==> config.mk <==
export PLATFORM = sky130hd
export DESIGN_NAME = receive_bandwidth_estimator_core
export DESIGN_NICKNAME = d
export VERILOG_FILES = /design/src/hw/rtl/rbe_pkg.sv /design/src/hw/rtl/rbe_divider.sv /design/src/hw/rtl/receive_bandwidth_estimator_core.sv
export VERILOG_INCLUDE_DIRS = /design/src /design/src/hw/rtl
export SDC_FILE = /design/constraint.sdc
export NUM_CORES = 2
export LEC_CHECK = 0
export BUFFER_PORTS_ARGS = -buffer_cell sky130_fd_sc_hd__buf_4
export CORE_ASPECT_RATIO = 1.1
export CORE_UTILIZATION = 49
export DETAILED_ROUTE_END_ITERATION = 8
export GPL_TIMING_DRIVEN = 0
export PLACE_DENSITY = 0.66
export SYNTH_ARGS = -nofsm -noshare
export SYNTH_HDL_FRONTEND = slang
export SYNTH_SLANG_ARGS = --single-unit
==> constraint.sdc <==
create_clock -name clk -period 7.9 [get_ports clk]
set_input_delay 1.58 -clock clk [delete_from_list [all_inputs] [get_ports clk]]
set_output_delay 1.58 -clock clk [all_outputs]
set_load 0.03 [all_outputs]
==> src/hw/rtl/receive_bandwidth_estimator_core_macros.svh <==
// Assertion macros for the receive bandwidth estimator.
// Included by the modules that carry concurrent checks.
`ifndef RECEIVE_BANDWIDTH_ESTIMATOR_CORE_MACROS_SVH
`define RECEIVE_BANDWIDTH_ESTIMATOR_CORE_MACROS_SVH
`ifndef NO_ASSERTIONS
`define RBE_ASSERT(label, clk, rst_n, prop) \
	label: assert property (@(posedge clk) disable iff (!rst_n) prop) else $error("assertion failed");
`define RBE_ASSERT_NR(label, clk, prop) \
	label: assert property (@(posedge clk) prop) else $error("assertion failed");
`else
`define RBE_ASSERT(label, clk, rst_n, prop)
`define RBE_ASSERT_NR(label, clk, prop)
`endif
`endif

==> src/hw/rtl/rbe_pkg.sv <==
// Shared types and constants for the receive bandwidth estimator.
// No dependencies.
`timescale 1ns / 1ps
package rbe_pkg;
	localparam logic [1:0] CFG_MIN_DGRAMS = 2'd0;
	localparam logic [1:0] CFG_MIN_USEC   = 2'd1;
	localparam logic [1:0] CFG_MAX_USEC   = 2'd2;
	localparam logic [19:0] USEC_PER_SEC  = 20'd1000000;

	typedef struct packed {
		logic        start;
		logic [63:0] dividend;
		logic [63:0] divisor;
	} rbe_div_req_t;

	typedef struct packed {
		logic        done;
		logic [63:0] quotient;
	} rbe_div_rsp_t;
endpackage

==> src/hw/rtl/rbe_divider.sv <==
// Restoring radix-2 divider, one quotient bit per cycle.
// Depends on rbe_pkg.
`timescale 1ns / 1ps
`include "receive_bandwidth_estimator_core_macros.svh"
module rbe_divider (
	input  logic                 clk,
	input  logic                 arst_n,
	input  rbe_pkg::rbe_div_req_t req,
	output rbe_pkg::rbe_div_rsp_t rsp
);
	import rbe_pkg::*;

	logic [63:0] rem_q, quo_q, den_q;
	logic [6:0]  cnt_q;
	logic        busy_q, done_q;
	logic [64:0] shifted;
	logic [64:0] trial;

	assign shifted = {rem_q, quo_q[63]};
	assign trial   = shifted - {1'b0, den_q};

	always_ff @(posedge clk or negedge arst_n) begin
		if (!arst_n) begin
			busy_q <= 1'b0;
			done_q <= 1'b0;
			cnt_q  <= '0;
		end else begin
			done_q <= 1'b0;
			if (req.start) begin
				busy_q <= 1'b1;
				cnt_q  <= '0;
			end else if (busy_q) begin
				cnt_q <= cnt_q + 7'd1;
				if (cnt_q == 7'd63) begin
					busy_q <= 1'b0;
					done_q <= 1'b1;
				end
			end
		end
	end

	always_ff @(posedge clk) begin
		if (req.start) begin
			rem_q <= '0;
			quo_q <= req.dividend;
			den_q <= req.divisor;
		end else if (busy_q) begin
			if (!trial[64]) begin
				rem_q <= trial[63:0];
				quo_q <= {quo_q[62:0], 1'b1};
			end else begin
				rem_q <= shifted[63:0];
				quo_q <= {quo_q[62:0], 1'b0};
			end
		end
	end

	assign rsp.done     = done_q;
	assign rsp.quotient = quo_q;

	`RBE_ASSERT(a_done_after_busy, clk, arst_n, done_q |-> $past(busy_q))
	`RBE_ASSERT(a_no_start_busy, clk, arst_n, busy_q |-> !done_q)
	`RBE_ASSERT(a_cnt_idle, clk, arst_n, !busy_q && !$past(req.start) |-> cnt_q == 7'd0 || cnt_q == 7'd64)
endmodule

==> src/hw/rtl/receive_bandwidth_estimator_core.sv <==
// Receive bandwidth estimator top level: datagram tracking and interval close.
// Depends on rbe_pkg and rbe_divider.
//
//   channel | direction | handshake         | payload
//   in      | to block  | in_valid/in_stall | datagram fields
//   out     | from block| out_valid/out_stall| measurement fields
//   cfg     | to block  | cfg_valid/cfg_ready| cfg_index, cfg_data
//
// A request that closes no interval goes to S_OUT, which raises out_valid. A
// closing request runs the shared 64-step divider for the rate (skipped when
// the interval length is zero) and again for the loss fraction (skipped unless
// loss is positive), passing S_RATE_MUL, S_RATE_DIV and S_LOSS_DIV, then
// S_FINISH and S_OUT. The output register holds one result; in_stall stays high
// from acceptance until that result is taken. Reset clears all tracking state
// and restores register defaults.
`timescale 1ns / 1ps
`include "receive_bandwidth_estimator_core_macros.svh"
module receive_bandwidth_estimator_core (
	input  logic        clk,
	input  logic        arst_n,
	input  logic        in_valid,
	output logic        in_stall,
	input  logic [31:0] sequence_number,
	input  logic [63:0] receive_time_usec,
	input  logic [23:0] delay_stamp,
	input  logic [31:0] trip_time_usec,
	input  logic [15:0] datagram_bytes,
	output logic        out_valid,
	input  logic        out_stall,
	output logic        measurement_updated,
	output logic [63:0] measurement_time_usec,
	output logic [31:0] probe_bytes_per_sec,
	output logic [31:0] goodput_bytes_per_sec,
	output logic [15:0] loss_fraction,
	output logic [31:0] smoothed_min_trip_usec,
	output logic [31:0] max_trip_usec,
	output logic [23:0] min_delay_stamp,
	output logic [31:0] smoothed_gap_usec,
	input  logic        cfg_valid,
	output logic        cfg_ready,
	input  logic [1:0]  cfg_index,
	input  logic [31:0] cfg_data
);
	import rbe_pkg::*;

	typedef enum logic [2:0] {
		S_IDLE, S_RATE_MUL, S_RATE_DIV, S_LOSS_DIV, S_FINISH, S_OUT
	} state_t;

	state_t state_q;

	// configuration
	logic [15:0] min_dgrams_q;
	logic [31:0] min_usec_q, max_usec_q;

	// tracking state
	logic [31:0] start_seq_q, prev_seq_q, expected_seq_q, prev_trip_q;
	logic [63:0] start_time_q, prev_time_q, gap_last_time_q, meas_time_q;
	logic [23:0] prev_stamp_q, meas_min_stamp_q;
	logic        seeking_q;
	logic [31:0] ivl_max_trip_q, ivl_bytes_q, ivl_count_q, gap_max_q, gap_smoothed_q;
	logic [31:0] meas_probe_q, meas_goodput_q, meas_min_trip_q, meas_max_trip_q;
	logic [15:0] meas_loss_q;

	// close bookkeeping: the closing request is held here while the divider runs
	logic [31:0] iv_q, new_seq_q, new_trip_q, cls_count_q;
	logic [63:0] new_time_q;
	logic [23:0] new_stamp_q;
	logic [15:0] new_bytes_q;
	logic [15:0] plr_q;
	logic [63:0] prod_q;
	logic        updated_q, out_valid_q;

	rbe_div_req_t div_req;
	rbe_div_rsp_t div_rsp;

	rbe_divider u_div (.clk(clk), .arst_n(arst_n), .req(div_req), .rsp(div_rsp));

	logic in_acc;
	assign in_acc    = in_valid && !in_stall;
	assign in_stall  = (state_q != S_IDLE) || out_valid_q;
	assign cfg_ready = 1'b1;

	// datagram evaluation (combinational front end)
	logic [63:0] dt;
	logic        dt_ok;
	logic [32:0] seq_rel;
	logic        reordered;
	logic [23:0] ds;
	logic [31:0] iv;
	logic [31:0] exp_d;
	logic        normal, timeout, do_close;
	logic [32:0] bytes_sum;
	logic [31:0] bytes_sat;

	always_comb begin
		dt        = receive_time_usec - gap_last_time_q;
		dt_ok     = (dt != 64'd0) && !dt[63];
		seq_rel   = {1'b0, sequence_number - expected_seq_q};
		reordered = seq_rel[31];
		ds        = delay_stamp - prev_stamp_q;
		iv        = prev_time_q[31:0] - start_time_q[31:0];
		exp_d     = prev_seq_q - start_seq_q;
		normal    = (ivl_count_q >= {16'd0, min_dgrams_q}) && (iv >= min_usec_q) &&
		            ({1'b0, iv} >= {gap_smoothed_q, 1'b0});
		timeout   = (iv >= max_usec_q) && !exp_d[31] && (exp_d > 32'd2);
		do_close  = seeking_q && ds != 24'd0 && !ds[23] && (normal || timeout);
		bytes_sum = {1'b0, ivl_bytes_q} + {17'd0, datagram_bytes};
		bytes_sat = bytes_sum[32] ? 32'hFFFFFFFF : bytes_sum[31:0];
	end

	// loss numbers from snapshot
	logic [31:0] exp_s;
	logic [32:0] lost_s;
	logic        loss_ok;
	always_comb begin
		exp_s   = prev_seq_q - start_seq_q;
		lost_s  = {exp_s[31], exp_s} - {1'b0, cls_count_q};
		loss_ok = !exp_s[31] && exp_s != 32'd0 && !lost_s[32] && lost_s != 33'd0;
	end

	function automatic logic [31:0] avg78(input logic [31:0] old, input logic [31:0] v);
		logic [35:0] s;
		s = {1'b0, old, 3'b000} - {4'd0, old} + {4'd0, v};
		return s[34:3];
	endfunction

	always_comb begin
		div_req = '0;
		if (state_q == S_RATE_MUL) begin
			div_req.start    = (iv_q != 32'd0);
			div_req.dividend = prod_q;
			div_req.divisor  = {32'd0, iv_q};
		end else if (state_q == S_RATE_DIV && (div_rsp.done || iv_q == 32'd0)) begin
			div_req.start    = loss_ok;
			div_req.dividend = {15'd0, lost_s, 16'd0};
			div_req.divisor  = {32'd0, exp_s};
		end
	end

	// hold state and registered outputs
	always_ff @(posedge clk or negedge arst_n) begin
		if (!arst_n) begin
			state_q <= S_IDLE;
			min_dgrams_q <= 16'd10;
			min_usec_q <= 32'd10000;
			max_usec_q <= 32'd200000;
			start_seq_q <= '0; prev_seq_q <= '0; expected_seq_q <= '0; prev_trip_q <= '0;
			start_time_q <= '0; prev_time_q <= '0; gap_last_time_q <= '0; meas_time_q <= '0;
			prev_stamp_q <= '0; meas_min_stamp_q <= '0; seeking_q <= 1'b0;
			ivl_max_trip_q <= '0; ivl_bytes_q <= '0; ivl_count_q <= '0;
			gap_max_q <= '0; gap_smoothed_q <= '0;
			meas_probe_q <= '0; meas_goodput_q <= '0; meas_min_trip_q <= '0;
			meas_max_trip_q <= '0; meas_loss_q <= '0;
			updated_q <= 1'b0; out_valid_q <= 1'b0;
			iv_q <= '0; new_seq_q <= '0; new_trip_q <= '0; cls_count_q <= '0;
			new_time_q <= '0; new_stamp_q <= '0; new_bytes_q <= '0;
			plr_q <= '0; prod_q <= '0;
		end else begin
			if (cfg_valid && cfg_ready) begin
				unique case (cfg_index)
					CFG_MIN_DGRAMS: min_dgrams_q <= cfg_data[15:0];
					CFG_MIN_USEC:   min_usec_q   <= cfg_data;
					CFG_MAX_USEC:   max_usec_q   <= cfg_data;
					default: ;
				endcase
			end
			if (out_valid_q && !out_stall) out_valid_q <= 1'b0;
			unique case (state_q)
				S_IDLE: begin
					if (in_acc) begin
						updated_q <= 1'b0;
						if (start_seq_q == 32'd0) begin
							start_seq_q <= sequence_number; start_time_q <= receive_time_usec;
							prev_seq_q <= sequence_number; prev_time_q <= receive_time_usec;
							prev_stamp_q <= delay_stamp; prev_trip_q <= trip_time_usec;
							state_q <= S_OUT;
						end else begin
							if (dt_ok) begin
								if (dt < {32'd0, max_usec_q} && gap_last_time_q != 64'd0 &&
								    {32'd0, gap_max_q} < dt)
									gap_max_q <= dt[31:0];
								gap_last_time_q <= receive_time_usec;
							end
							if (reordered) begin
								ivl_bytes_q <= bytes_sat;
								state_q <= S_OUT;
							end else begin
								expected_seq_q <= sequence_number + 32'd1;
								if (seeking_q) begin
									if (ds != 24'd0 && !ds[23]) begin
										seeking_q <= 1'b0;
										ivl_max_trip_q <= trip_time_usec;
									end
								end else if (ds[23]) begin
									seeking_q <= 1'b1;
								end else if (ivl_max_trip_q < trip_time_usec) begin
									ivl_max_trip_q <= trip_time_usec;
								end
								if (do_close) begin
									// snapshot close inputs and the request; prev_* still old
									iv_q        <= iv;
									new_seq_q   <= sequence_number;
									new_time_q  <= receive_time_usec;
									new_stamp_q <= delay_stamp;
									new_trip_q  <= trip_time_usec;
									new_bytes_q <= datagram_bytes;
									cls_count_q <= ivl_count_q;
									prod_q <= {32'd0, ivl_bytes_q} * {44'd0, USEC_PER_SEC};
									meas_max_trip_q <= (meas_max_trip_q == 32'd0) ?
										ivl_max_trip_q : avg78(meas_max_trip_q, ivl_max_trip_q);
									state_q <= S_RATE_MUL;
								end else begin
									prev_seq_q <= sequence_number; prev_time_q <= receive_time_usec;
									prev_stamp_q <= delay_stamp; prev_trip_q <= trip_time_usec;
									ivl_bytes_q <= bytes_sat;
									if (ivl_count_q != 32'hFFFFFFFF) ivl_count_q <= ivl_count_q + 32'd1;
									state_q <= S_OUT;
								end
							end
						end
					end
				end
				S_RATE_MUL: begin
					if (iv_q == 32'd0) meas_probe_q <= '0;
					state_q <= S_RATE_DIV;
				end
				S_RATE_DIV: begin
					if (div_rsp.done || iv_q == 32'd0) begin
						if (iv_q != 32'd0)
							meas_probe_q <= (div_rsp.quotient[63:32] != 32'd0) ?
								32'hFFFFFFFF : div_rsp.quotient[31:0];
						plr_q <= '0;
						state_q <= loss_ok ? S_LOSS_DIV : S_FINISH;
					end
				end
				S_LOSS_DIV: begin
					if (div_rsp.done) begin
						plr_q <= (div_rsp.quotient[63:16] != 48'd0) ?
							16'hFFFF : div_rsp.quotient[15:0];
						state_q <= S_FINISH;
					end
				end
				S_FINISH: begin
					// fold close results, then take the held request as the new prev
					meas_time_q <= prev_time_q;
					meas_loss_q <= 16'((({3'd0, meas_loss_q} << 3) - {3'd0, meas_loss_q} +
						{3'd0, plr_q}) >> 3);
					meas_goodput_q <= (meas_goodput_q == 32'd0) ? meas_probe_q :
						avg78(meas_goodput_q, meas_probe_q);
					meas_min_trip_q <= (meas_min_trip_q == 32'd0) ? prev_trip_q :
						avg78(meas_min_trip_q, prev_trip_q);
					meas_min_stamp_q <= prev_stamp_q;
					if (gap_max_q != 32'd0) begin
						gap_smoothed_q <= avg78(gap_smoothed_q, gap_max_q);
						gap_max_q <= '0;
					end
					start_seq_q  <= prev_seq_q;
					start_time_q <= prev_time_q;
					prev_seq_q   <= new_seq_q; prev_time_q <= new_time_q;
					prev_stamp_q <= new_stamp_q; prev_trip_q <= new_trip_q;
					ivl_bytes_q  <= {16'd0, new_bytes_q};
					ivl_count_q  <= 32'd1;
					updated_q    <= 1'b1;
					state_q      <= S_OUT;
				end
				S_OUT: begin
					out_valid_q <= 1'b1;
					state_q <= S_IDLE;
				end
				default: state_q <= S_IDLE;
			endcase
		end
	end

	assign out_valid              = out_valid_q;
	assign measurement_updated    = updated_q;
	assign measurement_time_usec  = meas_time_q;
	assign probe_bytes_per_sec    = meas_probe_q;
	assign goodput_bytes_per_sec  = meas_goodput_q;
	assign loss_fraction          = meas_loss_q;
	assign smoothed_min_trip_usec = meas_min_trip_q;
	assign max_trip_usec          = meas_max_trip_q;
	assign min_delay_stamp        = meas_min_stamp_q;
	assign smoothed_gap_usec      = gap_smoothed_q;

	`RBE_ASSERT(a_busy_stalls, clk, arst_n, state_q != S_IDLE |-> in_stall)
	`RBE_ASSERT(a_out_after_seq, clk, arst_n, $rose(out_valid_q) |-> $past(state_q) == S_OUT)
	`RBE_ASSERT(a_upd_close, clk, arst_n, $rose(updated_q) |-> $past(state_q) == S_FINISH)
	`RBE_ASSERT(a_count_nonzero_after_close, clk, arst_n, $past(state_q) == S_FINISH && !$past(out_valid_q) |-> ivl_count_q == 32'd1)
endmodule
-- Yosys cells after proc, flatten, opt, wreduce, memory -nomap -nowiden
Index checks and enable logic that the tools add are counted.
- $add $sub $neg: 21
- multiply operators: 1
- $lt $le $gt $ge: 8
- eq/ne operators: 27
- multiplexer cells: 89
- bitwise operators: 2
- reductions and logical operators: 66
- operators with widths (cell ; number):
    $mux 32 ; 38
    $pmux 32 s2 ; 8
    $mux 64 ; 7
    $mux 129 ; 2
    $logic_not 32->1 ; 5
    $add 35x32->35 ; 4
    $sub 35x32->35 ; 4
    $pmux 64 s2 ; 1
    $reduce_bool 32->1 ; 4
    $reduce_bool 64->1 ; 2
    $mux 24 ; 4
    $sub 32x32->32 ; 3
    $sub 65x64->65 ; 1
    $add 32x1->32 const B ; 2
    $ge 32x32->1 ; 2
    $lt 32x64->1 ; 1
    $lt 64x32->1 ; 1
    $sub 64x64->64 ; 1
    $mux 16 ; 3
    $pmux 24 s2 ; 1
    $reduce_bool 48->1 ; 1
    $mul 32x14->46 const B ; 1
    $add 32x16->33 ; 1
    $ge 32x33->1 ; 1
    40 further kinds ; 116
- register bits: 1285
- input port bits: 207
- output and inout port bits: 268

-- Depth between registers and ports, before layout
- word-level depth: 11
- gate-level depth with buffers: 33

-- Hierarchy
A second synthesis with hierarchy kept.
- cells, all modules: 10189
- area total of the unflattened synthesis: 90972.2 sq um
- by module, submodules not included (module ; instances ; cells an instance ; area an instance (sq um) ; sequential area each (sq um)):
    receive_bandwidth_estimator_core ; 1 ; 8944 ; 79072.1 ; 27142.3
    rbe_divider ; 1 ; 1245 ; 11900.2 ; 5350.1

-- Least setup slack after synthesis
No wires, ideal clock.
- path kind: register to register
- from: register start_seq_q[4]
- to: register u_div.quo_q[0], enable pin
- arrival: 6.458 ns
- path slack: 1.016 ns
- cell stages (with the launch flop): 25
- clock period less this slack: 6.884 ns
- cell sequence: dfrtp_1 -> inv_1 -> ha_1 -> and2_1 -> or2_0 -> buf_2 -> o31a_1 -> o31a_1 -> o311ai_1 -> inv_1 -> ha_1 -> a21o_1 -> o31ai_1 -> a211oi_1 -> nor2_1 -> o311ai_0 -> a41o_1 -> a21boi_0 -> mux2i_1 -> a211oi_1 -> nand3_1 -> a31o_2 -> buf_2 -> buf_2 -> or2_1
- cells in the longest elaborated chain, start to end: 8
- RTL lines (what ; line ; RTL):
    start, declared ; receive_bandwidth_estimator_core.sv:57 ; logic [31:0] start_seq_q, prev_seq_q, expected_seq_q, prev_trip_q;
    start signal, assigned ; receive_bandwidth_estimator_core.sv:174 ; start_seq_q <= sequence_number; start_time_q <= receive_time_usec;
    start signal, assigned ; receive_bandwidth_estimator_core.sv:258 ; start_seq_q <= prev_seq_q;
    $sub 32x32->32 * ; receive_bandwidth_estimator_core.sv:117 ; exp_s = prev_seq_q - start_seq_q;
    parallel branches: the longest is 3 deep, another holds $sub 33x32->33 ; -- ;
    $logic_and 1x1->1 * ; receive_bandwidth_estimator_core.sv:119 ; loss_ok = !exp_s[31] && exp_s != 32'd0 && !lost_s[32] && lost_s != 33'd0;
    $mux 129 * ; receive_bandwidth_estimator_core.sv:134 ; end else if (state_q == S_RATE_DIV && (div_rsp.done || iv_q == 32'd0)) begin
    $mux 129 * ; receive_bandwidth_estimator_core.sv:130 ; if (state_q == S_RATE_MUL) begin
    $reduce_bool 2->1 (no source line) * ; -- ;
    end signal, assigned ; rbe_divider.sv:45 ; quo_q <= req.dividend;
    end signal, assigned ; rbe_divider.sv:50 ; quo_q <= {quo_q[62:0], 1'b1};
    end signal, assigned ; rbe_divider.sv:53 ; quo_q <= {quo_q[62:0], 1'b0};
    end, declared ; rbe_divider.sv:13 ; logic [63:0] rem_q, quo_q, den_q;
Mark *: on every way between the ends.
A chain may end at the register's enable or synchronous reset.

-- Worst setup path in the final report
- from: register prev_seq_q[0]
- to: register u_div.quo_q[10], enable pin
- cells in the longest elaborated chain, start to end: 8
- RTL lines (what ; line ; RTL):
    start, declared ; receive_bandwidth_estimator_core.sv:57 ;
    start signal, assigned ; receive_bandwidth_estimator_core.sv:175 ; prev_seq_q <= sequence_number; prev_time_q <= receive_time_usec;
    start signal, assigned ; receive_bandwidth_estimator_core.sv:214 ; prev_seq_q <= sequence_number; prev_time_q <= receive_time_usec;
    start signal, assigned ; receive_bandwidth_estimator_core.sv:260 ; prev_seq_q <= new_seq_q; prev_time_q <= new_time_q;
    $sub 32x32->32 * ; receive_bandwidth_estimator_core.sv:117 ;
    parallel branches: the longest is 3 deep, another holds $sub 33x32->33 ; -- ;
    $logic_and 1x1->1 * ; receive_bandwidth_estimator_core.sv:119 ;
    $mux 129 * ; receive_bandwidth_estimator_core.sv:134 ;
    $mux 129 * ; receive_bandwidth_estimator_core.sv:130 ;
    $reduce_bool 2->1 (no source line) * ; -- ;
Marks and branches as above.

==> impl_results.md <==
- HP Class: flip-flop to flip-flop
- Status: complete, no violations
- Flop2flop setup slack: 0.22 ns
- Initial Util: 0.493
- Via Count: 74400
- Clock Sinks: 1253
- GRT Total Usage: 0.314
- Crit. End Element: flip-flop
- Post-DR vias/cell: 5.82
- Nets: 11500
- Yosys cell types: 93
- Post-detailed-route wirelength per cell: 22.7 um
- DRC errors left: 0
- Number of global-route vias before repair: 73500
- First-pass GRT wire length: 440000 um
- Placed cells: 12500
- Post-DRT Antenna Nets: 0
- CTS root buf: clkbuf_16
- Post-Syn Nets: 10900
- H-Tree Depth: 4
- CTS tree: done
- EDFF count, synth: 96
- Layout area overhead: 14.0%
- Min cycle time layout: 7.68 ns
- DRT Wirelength: 290000 um
- Die Y-Extent: 448 um
- Hold violation total from the final report: 0
- Max-slew violation count: 0
- Initial DRC count: 5869
- Largest net degree at the start of global routing: 176
- Port buffer count: 473
- Sequential share of the synthesized area: 0.356
- Fillcell total: 16300
- Synth Flop Type: dfrtp_1
- Initial DRT Pass Iterations: 6
- Final Skew: 0.0283 ns
- Worst-path clk slew: 0.06 ns
- Critical Setup Path Class: flip-flop to flip-flop
- Final setup fails: 0
- Async set or reset register ratio after synthesis: 0.872
- Least-Margin Pin Slew: 1.44 ns
- Register bit total from synthesis: 1253
- Share of layout cells above drive strength 1: 0.126
- Core Area: 179000 um^2
- FF-to-FF Start: prev_seq_q[0]
- CTS Buf Count: 144
- Routability Congestion: 0.975
- Synth Area per Inst: 9.21 um^2
- Horiz. Die Dim: 407 um
- CP arrival: 8.17 ns
- Post-DP HPWL: 228000 um
- Max_cap viols: 0
- Max FO, Critical Path: 30
- Grt ovf: 0
- Clk Latency, worst-skew pair: 0.82 ns
- Max-slew headroom: 0.0407
- Post-CTS Hold Fix Bufs: 0
- Row count: 163
- Fmax: 130 MHz
- Worst Min Path Start: prev_time_q[56]
- Area after DPL: 95300 um^2
- Worst endpoint required time: 8.39 ns
- Ports: 475
- Synthesized instance count: 9613
- Layout Cells excl Fill: 12800
- Initial antenna violation count: 47
- DIE AREA: 182000 um^2
- Final instance area: 101000 um^2
- Yosys warns: 0
- Crit path from: prev_seq_q[0]
- Fin crit share: 0.972
- Synthesized area: 88500 um^2
- Clock buffer depth: 3
- CP Launch Type: flip-flop
through the flow:
step	hold slack, ns	TNS [ns]	utilization	setup WS (ns)
floorplan	0.432	0	-	1.02
finish	0.466	0	0.562	0.221
CTS	0.468	0	0.561	0.00739
detailed placement	0.445	-799.13	0.531	-2.22
global placement	0.444	-9566.20	0.530	-8.32
global route	0.478	-0.222	0.562	-0.0281
synthesized netlist by cell type (all sizes together), types with 24 or more instances:
cell type / count / area [um^2]
inv: 1217 / 4570
dfrtp: 1080 / 27000
o21ai: 915 / 4590
nand2: 865 / 3250
ha: 788 / 9860
a21oi: 622 / 3120
nor2: 472 / 1770
mux2: 358 / 4030
clkbuf: 275 / 1030
fa: 271 / 5430
xnor2: 241 / 2110
a21o: 213 / 1600
a211oi: 193 / 1450
mux2i: 190 / 1900
xor2: 157 / 1380
nand4: 126 / 788
nor4: 116 / 726
nor3: 109 / 557
nand3: 105 / 526
buf: 101 / 631
and2: 99 / 619
edfxtp: 96 / 2880
nor2b: 78 / 488
nand2b: 72 / 450
and3: 67 / 419
dfxtp: 64 / 1280
o21bai: 61 / 458
o21a: 59 / 443
a22o: 45 / 394
nor3b: 45 / 338
a31oi: 41 / 257
or3: 37 / 231
or2: 36 / 225
o31ai: 29 / 218
o211ai: 28 / 210
or4: 24 / 180
layer usage:
metal / vias up / track usage / wire length (um)
met5: - / 0 / 348
met4: 54 / 0.145 / 14800
met3: 620 / 0.0590 / 21000
met2: 2465 / 0.499 / 132000
met1: 36600 / 0.413 / 122000
li1: 34700 / - / -
flip-flops by register name, summed over array words and instances (netlist names), 46 cells and up:
name	cells
gap_last_time_q	64
measurement_time_usec	64
new_time_q	64
prev_time_q	64
u_div.quo_q	64
u_div.rem_q	64
prod_q	46
layout by cell type, fill, tap and decap left out, types with 106 or more instances in the layout:
cell type / n
clkbuf_1: 282
nor4_1: 114
xnor2_1: 233
xor2_1: 150
fa_1: 271
clkbuf_16: 147
nor3_1: 106
o21ai_0: 825
nand2_1: 864
a21oi_1: 617
dfrtp_1: 1080
a21o_1: 213
mux2i_1: 190
a211oi_1: 189
nand4_1: 126
mux2_2: 358
nor2_1: 472
inv_1: 1217
ha_1: 788
buf_4: 495
logic make-up after synthesis:
kind of cell	Yosys count	share of synthesized area
buffers and inverters	1593	0.0704
and+or+nand+nor	2310	0.125
DFF	1253	0.356
muxes	548	0.0670
other	1	0.0000424
AOI/OAI and AO/OA	2451	0.169
adders and majority gates	1059	0.173
xor gates and xnor gates	398	0.0394
final timing paths:
path,end,depth (start not counted)
setup / recovery,u_div.quo_q[10],24
hold reg to reg,measurement_time_usec[56],2
hold / removal,measurement_time_usec[56],2
min in group asynchronous,probe_bytes_per_sec[26],1
max in group asynchronous,prev_stamp_q[7],4
setup reg to reg,u_div.quo_q[10],24
timing repair:
action / CTS / global route
gates resized for setup: 42 / 54
setup endpoints to repair: 633 / 649
pin swaps: 3 / 2
buffers inserted: 6 / 4
gates cloned: 1 / 1
area by class of cell:
type,instances,area (um^2),share of cell area
Buffer,376,1810,0.0179
Timing Repair Buffer,494,3910,0.0388
Multi-Input combinational cell,6768,51100,0.506
Tap cell,2392,2990,0.0297
Antenna cell,14,35.0,0.000347
Clock inverter,61,831,0.00823
Inverter,1217,4570,0.0453
Sequential cell,1253,31500,0.312
Clock buffer,201,4190,0.0415
critical path: stages, from the launching register on:
cell and delay, ns:
dfrtp_1 0.48, inv_1 0.09, ha_1 0.24, fa_1 0.41
nand2b_1 0.20, a21oi_1 0.32, o31ai_1 0.13, a211oi_2 0.58
ha_1 0.41, a21oi_1 0.17, o21ai_0 0.19, a221oi_2 0.53
a211oi_1 0.21, nor2_1 0.11, o311ai_0 0.30, a41o_1 0.36
a21boi_0 0.35, mux2i_1 0.29, a211oi_1 0.11, nand3_1 0.19
a31o_2 0.24, buf_2 0.35, buf_2 0.41, or2_4 0.40
buf_12 0.25
Power is left out: the tool's default activity adds up to more than one toggle a clock period on the data nets, which glitch-free logic cannot reach.
